File: config.mk
export PLATFORM = sky130hd
export DESIGN_NAME = escaped_packet_deframer_unit
export DESIGN_NICKNAME = d
export VERILOG_FILES = /design/src/hdl/epd_pkg.sv /design/src/hdl/epd_in_stage.sv /design/src/hdl/epd_parser.sv /design/src/hdl/epd_out_stage.sv /design/src/hdl/escaped_packet_deframer_unit.sv
export SDC_FILE = /design/constraint.sdc
export NUM_CORES = 1
export LEC_CHECK = 0
export BUFFER_PORTS_ARGS = -buffer_cell sky130_fd_sc_hd__buf_2
export CAP_MARGIN = 20
export CORE_UTILIZATION = 55
export CTS_CLUSTER_DIAMETER = 30
export DETAILED_ROUTE_END_ITERATION = 6
export GPL_ROUTABILITY_DRIVEN = 0
export PLACE_DENSITY = 0.74
export SLEW_MARGIN = 0
export SYNTH_ARGS = -nofsm -noshare
export SYNTH_HDL_FRONTEND = slang
export SYNTH_SLANG_ARGS = --single-unit
File: constraint.sdc
create_clock -name clock -period 18.8 [get_ports clock]
set_clock_uncertainty 0.2 [all_clocks]
set_input_delay 3.76 -clock clock [delete_from_list [all_inputs] [get_ports clock]]
set_output_delay 3.76 -clock clock [all_outputs]
set_load 0.02 [all_outputs]
File: src/hdl/epd_pkg.sv
// Shared types and constants for the escaped packet deframer.
`timescale 1ns / 1ps

package epd_pkg;

   localparam logic [7:0] ESC_BYTE   = 8'h7D;
   localparam logic [7:0] ESC_XOR    = 8'h20;
   localparam logic [7:0] SYNC_RESET = 8'hA5;

   typedef struct packed {
      logic       kind;
      logic [7:0] rx_byte;
   } req_item_type;

   typedef struct packed {
      logic [7:0]  data_byte;
      logic [15:0] byte_index;
      logic [7:0]  packet_type;
      logic [15:0] payload_length;
      logic        last_of_packet;
      logic        empty_packet;
   } rsp_item_type;

endpackage

File: src/hdl/epd_in_stage.sv
// Input register that holds one received item for the parser.
`timescale 1ns / 1ps

module epd_in_stage
   import epd_pkg::*;
(
   input  logic         clock,
   input  logic         reset,
   input  logic         in_valid,
   output logic         in_ready,
   input  req_item_type in_item,
   output logic         out_valid,
   input  logic         out_ready,
   output req_item_type out_item
);

   logic         valid_ff;
   logic         valid_in;
   req_item_type item_ff;

   assign in_ready  = !valid_ff || out_ready;
   assign out_valid = valid_ff;
   assign out_item  = item_ff;

   always_comb begin
      valid_in = valid_ff;
      if (in_valid && in_ready) begin
         valid_in = 1'b1;
      end else if (out_ready) begin
         valid_in = 1'b0;
      end
   end

   always_ff @(posedge clock) begin
      if (reset) begin
         valid_ff <= 1'b0;
      end else begin
         valid_ff <= valid_in;
      end
      if (in_valid && in_ready) begin
         item_ff <= in_item;
      end
   end

endmodule

File: src/hdl/epd_parser.sv
// Frame parser: sync hunt, header decode, escape handling and payload indexing.
`timescale 1ns / 1ps

module epd_parser
   import epd_pkg::*;
(
   input  logic         clock,
   input  logic         reset,
   input  logic         csr_write_enable,
   input  logic [7:0]   csr_write_data,
   input  logic         item_valid,
   output logic         item_ready,
   input  req_item_type item,
   output logic         result_valid,
   input  logic         result_ready,
   output rsp_item_type result
);

   typedef enum logic [1:0] {
      PH_HUNT   = 2'd0,
      PH_HEADER = 2'd1,
      PH_DATA   = 2'd2
   } phase_type;

   phase_type   phase_ff, phase_in;
   logic [1:0]  header_count_ff, header_count_in;
   logic        escape_ff, escape_in;
   logic [7:0]  type_ff, type_in;
   logic [15:0] length_ff, length_in;
   logic [15:0] count_ff, count_in;
   logic [7:0]  sync_ff;

   logic        fire;
   logic        accept_byte;
   logic [7:0]  byte_value;
   logic [16:0] next_count;
   logic        last_byte;

   assign item_ready = result_ready;
   assign fire       = item_valid && result_ready;
   assign next_count = {1'b0, count_ff} + 17'd1;
   assign last_byte  = next_count >= {1'b0, length_ff};

   always_comb begin
      accept_byte = 1'b1;
      byte_value  = item.rx_byte;
      escape_in   = escape_ff;
      if (escape_ff) begin
         escape_in  = 1'b0;
         byte_value = item.rx_byte ^ ESC_XOR;
      end else if (item.rx_byte == ESC_BYTE) begin
         escape_in   = 1'b1;
         accept_byte = 1'b0;
      end
   end

   always_comb begin
      phase_in        = phase_ff;
      header_count_in = header_count_ff;
      type_in         = type_ff;
      length_in       = length_ff;
      count_in        = count_ff;
      result_valid    = 1'b0;
      result          = '0;
      result.packet_type    = type_ff;
      result.payload_length = length_ff;
      if (item.kind) begin
         phase_in        = PH_HUNT;
         header_count_in = 2'd0;
         count_in        = '0;
      end else begin
         unique case (phase_ff)
            PH_HEADER: begin
               if (accept_byte) begin
                  unique case (header_count_ff)
                     2'd0: begin
                        type_in         = byte_value;
                        header_count_in = 2'd1;
                     end
                     2'd1: begin
                        length_in       = {byte_value, 8'h00};
                        header_count_in = 2'd2;
                     end
                     default: begin
                        length_in       = {length_ff[15:8], byte_value};
                        header_count_in = 2'd0;
                        count_in        = '0;
                        if ({length_ff[15:8], byte_value} == 16'd0) begin
                           phase_in              = PH_HUNT;
                           result_valid          = 1'b1;
                           result.payload_length = 16'd0;
                           result.last_of_packet = 1'b1;
                           result.empty_packet   = 1'b1;
                        end else begin
                           phase_in = PH_DATA;
                        end
                     end
                  endcase
               end
            end
            PH_DATA: begin
               if (accept_byte) begin
                  result_valid          = 1'b1;
                  result.data_byte      = byte_value;
                  result.byte_index     = count_ff;
                  result.last_of_packet = last_byte;
                  if (last_byte) begin
                     phase_in = PH_HUNT;
                     count_in = '0;
                  end else begin
                     count_in = next_count[15:0];
                  end
               end
            end
            default: begin
               phase_in = PH_HUNT;
               if (item.rx_byte == sync_ff) begin
                  phase_in        = PH_HEADER;
                  header_count_in = 2'd0;
               end
            end
         endcase
      end
      result_valid = result_valid && item_valid;
   end

   always_ff @(posedge clock) begin
      if (reset) begin
         phase_ff        <= PH_HUNT;
         header_count_ff <= 2'd0;
         escape_ff       <= 1'b0;
         type_ff         <= 8'd0;
         length_ff       <= 16'd0;
         count_ff        <= 16'd0;
         sync_ff         <= SYNC_RESET;
      end else begin
         if (csr_write_enable) begin
            sync_ff <= csr_write_data;
         end
         if (fire) begin
            phase_ff        <= phase_in;
            header_count_ff <= header_count_in;
            type_ff         <= type_in;
            length_ff       <= length_in;
            count_ff        <= count_in;
            if (item.kind) begin
               escape_ff <= 1'b0;
            end else if (phase_ff == PH_HEADER || phase_ff == PH_DATA) begin
               escape_ff <= escape_in;
            end else if (item.rx_byte == sync_ff) begin
               escape_ff <= 1'b0;
            end
         end
      end
   end

endmodule

File: src/hdl/epd_out_stage.sv
// Result register with a skid entry so the parser can produce one more result during a stall.
`timescale 1ns / 1ps

module epd_out_stage
   import epd_pkg::*;
(
   input  logic         clock,
   input  logic         reset,
   input  logic         in_valid,
   output logic         in_ready,
   input  rsp_item_type in_item,
   output logic         out_valid,
   input  logic         out_ready,
   output rsp_item_type out_item
);

   logic         main_valid_ff, main_valid_in;
   logic         skid_valid_ff, skid_valid_in;
   rsp_item_type main_ff;
   rsp_item_type skid_ff;
   logic         push;
   logic         main_free;

   assign in_ready  = !skid_valid_ff;
   assign push      = in_valid && in_ready;
   assign main_free = !main_valid_ff || out_ready;
   assign out_valid = main_valid_ff;
   assign out_item  = main_ff;

   always_comb begin
      main_valid_in = main_valid_ff;
      skid_valid_in = skid_valid_ff;
      if (main_free) begin
         if (skid_valid_ff) begin
            main_valid_in = 1'b1;
            skid_valid_in = 1'b0;
         end else begin
            main_valid_in = push;
         end
      end else if (push) begin
         skid_valid_in = 1'b1;
      end
   end

   always_ff @(posedge clock) begin
      if (reset) begin
         main_valid_ff <= 1'b0;
         skid_valid_ff <= 1'b0;
      end else begin
         main_valid_ff <= main_valid_in;
         skid_valid_ff <= skid_valid_in;
      end
      if (main_free) begin
         if (skid_valid_ff) begin
            main_ff <= skid_ff;
         end else if (push) begin
            main_ff <= in_item;
         end
      end else if (push) begin
         skid_ff <= in_item;
      end
   end

endmodule

File: src/hdl/escaped_packet_deframer_unit.sv
// Top level of the escaped packet deframer.
//
// Received bytes enter on the req_ channel (valid/ready); req_kind high asks
// for a return to sync hunting. Each de-escaped payload byte leaves on the
// rsp_ channel with its index, the packet type, the header length and a last
// flag; a header with length zero gives one result flagged empty_packet.
// The sync byte is set through csr_write_enable and csr_write_data and is
// meant to be written only while no transfer is in flight.
// A byte accepted on req_ passes the input register, the parser step and the
// result register to rsp_valid. Throughput is one byte per cycle while the result
// stage is not stalled, set by the combinational parser step between the two.
// The result stage holds one extra entry, so while the receiver stalls the
// parser keeps taking bytes until it has produced one more result; then the
// input register fills and req_ready drops until a result transfer frees the
// extra entry. Synchronous reset empties all registers, puts the parser into
// sync hunting and sets the sync byte to 0xA5.
`timescale 1ns / 1ps

module escaped_packet_deframer_unit
   import epd_pkg::*;
(
   input  logic        clock,
   input  logic        reset,
   input  logic        csr_write_enable,
   input  logic [7:0]  csr_write_data,
   input  logic        req_valid,
   output logic        req_ready,
   input  logic        req_kind,
   input  logic [7:0]  req_rx_byte,
   output logic        rsp_valid,
   input  logic        rsp_ready,
   output logic [7:0]  rsp_data_byte,
   output logic [15:0] rsp_byte_index,
   output logic [7:0]  rsp_packet_type,
   output logic [15:0] rsp_payload_length,
   output logic        rsp_last_of_packet,
   output logic        rsp_empty_packet
);

   req_item_type req_item;
   req_item_type held_item;
   logic         held_valid;
   logic         held_ready;
   rsp_item_type parsed_item;
   logic         parsed_valid;
   logic         parsed_ready;
   rsp_item_type rsp_item;

   assign req_item.kind    = req_kind;
   assign req_item.rx_byte = req_rx_byte;

   epd_in_stage u_in_stage (
      .clock     (clock),
      .reset     (reset),
      .in_valid  (req_valid),
      .in_ready  (req_ready),
      .in_item   (req_item),
      .out_valid (held_valid),
      .out_ready (held_ready),
      .out_item  (held_item)
   );

   epd_parser u_parser (
      .clock            (clock),
      .reset            (reset),
      .csr_write_enable (csr_write_enable),
      .csr_write_data   (csr_write_data),
      .item_valid       (held_valid),
      .item_ready       (held_ready),
      .item             (held_item),
      .result_valid     (parsed_valid),
      .result_ready     (parsed_ready),
      .result           (parsed_item)
   );

   epd_out_stage u_out_stage (
      .clock     (clock),
      .reset     (reset),
      .in_valid  (parsed_valid),
      .in_ready  (parsed_ready),
      .in_item   (parsed_item),
      .out_valid (rsp_valid),
      .out_ready (rsp_ready),
      .out_item  (rsp_item)
   );

   assign rsp_data_byte      = rsp_item.data_byte;
   assign rsp_byte_index     = rsp_item.byte_index;
   assign rsp_packet_type    = rsp_item.packet_type;
   assign rsp_payload_length = rsp_item.payload_length;
   assign rsp_last_of_packet = rsp_item.last_of_packet;
   assign rsp_empty_packet   = rsp_item.empty_packet;

endmodule

==> results.toml <==
[power_and_ir_drop]
p_leak_nw = 3.22
switching_share = 0.196
internal_power_uw = 616
pwr-share-seq = 0.508
p_total_uw = 766
clkPwrFrac = 0.475
combPwrFrac = 0.018
p_switching_uw = 150
p_per_area_mw_per_mm2 = 90.9
ir_drop_uv = 55.4

[detailed_routing]
drt_iter0_markers = 389
via_per_inst = 5.74
routed-via-count = 4929
detail_route.wl_per_cell_um = 16.7
drt-total-wl_um = 14400
drcViolationCount = 0
ant_nets = 0
drt-pass1-iter-count = 5

[cts]
cts_tree = "built"
clock_latency_ns = 0.43
htreeDepth = 4
root_buffer = "clkbuf_16"
holdBufCountCts = 0
clk_pin_slew_worst_paths_ns = 0.06
postCtsSetupBuffers = 0
cts_resized = 0
clockBufferDepth = 2
cts_buffers = 17
cts_sinks = 165

[die]
io_pins = 74
initial_core_util = 0.570
core_sq_mm = 0.0128
dieArea_sq_mm = 0.0137
std_cell_rows = 41
die_x_um = 117
fp.dieH_um = 117

[timing]
worst_pin_slew_ns = 0.963
slew_headroom = 0.358
period_needed_ns = 5.02
setup_tns_ns = 0
setup_viol = 0
min_period_over_period = 0.267
rsz0062_at_grt = "no"
fmax_mhz = 199
finalMaxSlewViolations = 0
hold_viol_final = 0
whs_ns = 0.269

[place]
port_buffers = 73
dp_hpwl_um = 9530
placed_cells = 826

[global_route]
antenna_found_initial = 0
grt-ovfl-total = 0
grtUsageTotal = 0.229
grt_start_max_net_pins = 73
grt_pass1_vias = 4678
grt_pass1_wl_um = 23400

[setup_path]
crit_buf_inv = 1
cp_top_family = "flip-flops"
crit_chain = "nand2_1 -> buf_2"
slowest_delay_ns = 0.39
cp_max_fo = 5
critical_path_class = "flop to output pin"
end_kind = "output pin"
required_ns = 14.84
crit_slowest_cell = "dfxtp_1"
cp-start-kind = "flop"
cp.arrival_ns = 1.06

[layout]
drive_gt1_frac = 0.215
syn_to_final_growth_pct = 15.6
multi_input_area_sq_mm = 0.00265
nNetsFinal = 715
diodes = 0
utilization = 0.659
final_cells = 859
regArea_sq_mm = 0.00440
fillCellCount = 961

[synthesis]
syn-mean-instance-area_sq_um = 11.9
yosys_warnings = 0
synth_async_sr_flop_share = 0
synthesis.nets = 655
synth-seq-cells = 165
syn_area_sq_mm = 0.00729
syn_inst = 614
dominantRegCellSynth = "edfxtp_1"
synth_edf_count = 109
synth.yosys.seq_area_share = 0.603
synth.distinct_cells = 48

[run_status]
status = "completed"

[hold_path]
hold_path_class = "flop to flop"

[run]
cap_violations = 0
layout make-up:
class,instances,area share
Clock buffer,21,0.0573
Inverter,26,0.0116
Timing Repair Buffer,80,0.0511
Multi-Input combinational cell,384,0.315
Sequential cell,165,0.522
Tap cell,172,0.0256
Clock inverter,11,0.0174
per-stage QoR:
| step | instance area (sq um) | worst slack (ns) |
|---|---|---|
| after detailed placement | 7770 | 13.07 |
| final | 8420 | 13.78 |
| after floorplan | 7290 | 8.85 |
| after global placement | 7770 | 13.17 |
| after CTS | 8400 | 13.51 |
| after global routing | 8420 | 13.72 |
cell families after synthesis:
family                   count (synthesis)  synth area share
XOR/XNOR                                23            0.0276
buffers and inverters                   65            0.0347
AO/OA/AOI/OAI                           94            0.0889
multiplexers                            47            0.0702
flip-flops                             165             0.603
adder cells (fa/ha/maj)                 19            0.0326
AND/OR/NAND/NOR                        201             0.143
routing by layer:
| layer | vias up | GRT usage | wire length [um] |
|---|---|---|---|
| li1 | 2370 | - | - |
| met3 | 21 | 0.0592 | 853 |
| met1 | 2377 | 0.313 | 6580 |
| met2 | 161 | 0.355 | 6740 |
| met5 | - | 0 | 0 |
| met4 | 0 | 0.0861 | 203 |
registers in the layout, summed over array words and instances (netlist names):
name	flops
u_out_stage.out_item	50
u_out_stage.skid_ff	50
u_parser.count_ff	16
u_parser.length_ff	16
u_in_stage.out_item	9
u_parser.sync_ff	8
u_parser.type_ff	8
u_parser.header_count_ff	2
u_parser.phase_ff	2
u_in_stage.out_valid	1
u_out_stage.out_valid	1
u_out_stage.skid_valid_ff	1
u_parser.escape_ff	1
worst paths after layout:
kind | start | end | slack, ns | depth (start not counted)
max | u_in_stage.out_valid | req_ready | 13.78 | 2
min | u_parser.type_ff[3] | u_out_stage.skid_ff[21] | 0.27 | 0
max reg2reg | u_parser.count_ff[0] | u_parser.count_ff[6] | 14.47 | 12
min reg2reg | u_parser.type_ff[3] | u_out_stage.skid_ff[21] | 0.27 | 0
cells in the final DEF (no fill, tap or decap), types with 4 or more instances in the layout:
cell type,synthesis,layout
edfxtp_1,109,109
buf_2,1,73
dfxtp_1,56,55
nor2_1,49,49
nand2_1,45,45
mux2_2,33,33
inv_1,26,26
and3_1,26,26
a21oi_1,24,24
ha_1,19,19
clkbuf_16,0,19
xnor2_1,17,17
nand3_1,16,16
mux2i_1,14,14
o21ai_0,13,13
nor2b_1,11,10
nor3_1,10,10
nand2b_1,10,10
o41ai_1,10,10
o31ai_1,9,9
a22oi_1,9,9
a22o_1,9,9
and2_1,7,7
nand4_1,6,6
nor4_1,6,6
xor2_1,6,6
buf_4,0,6
or4_1,4,4
a211o_1,4,4
or4b_1,4,4
synth_stat cells (13+ instances only):
library cell	count	area [sq um]
mux2_2	33	372
inv_1	26	97.6
dfxtp_1	56	1120
ha_1	19	238
nor2_1	49	184
nand3_1	16	80.1
edfxtp_1	109	3270
a21oi_1	24	120
mux2i_1	14	140
xnor2_1	17	149
o21ai_0	13	65.1
and3_1	26	163
clkbuf_1	31	116
nand2_1	45	169
power by group through the flow:
stage               registers, mW  clock network, mW  logic [mW]
floorplan                   0.394                  0     0.00936
detailed placement          0.396                  0      0.0131
CTS                         0.389              0.367      0.0131
global placement            0.396                  0      0.0124
global route                0.389              0.383      0.0151
finish                      0.389              0.363      0.0136
worst register-to-register path: cells and delay by family (launching register included):
kind	cells	cell delay (ns)
flops	1	0.45
xor+xnor	1	0.15
simple gates	6	2.07
fa+ha+maj	2	0.63
compound gates	3	0.78
Note: power is estimated with default switching activity, not from simulation.
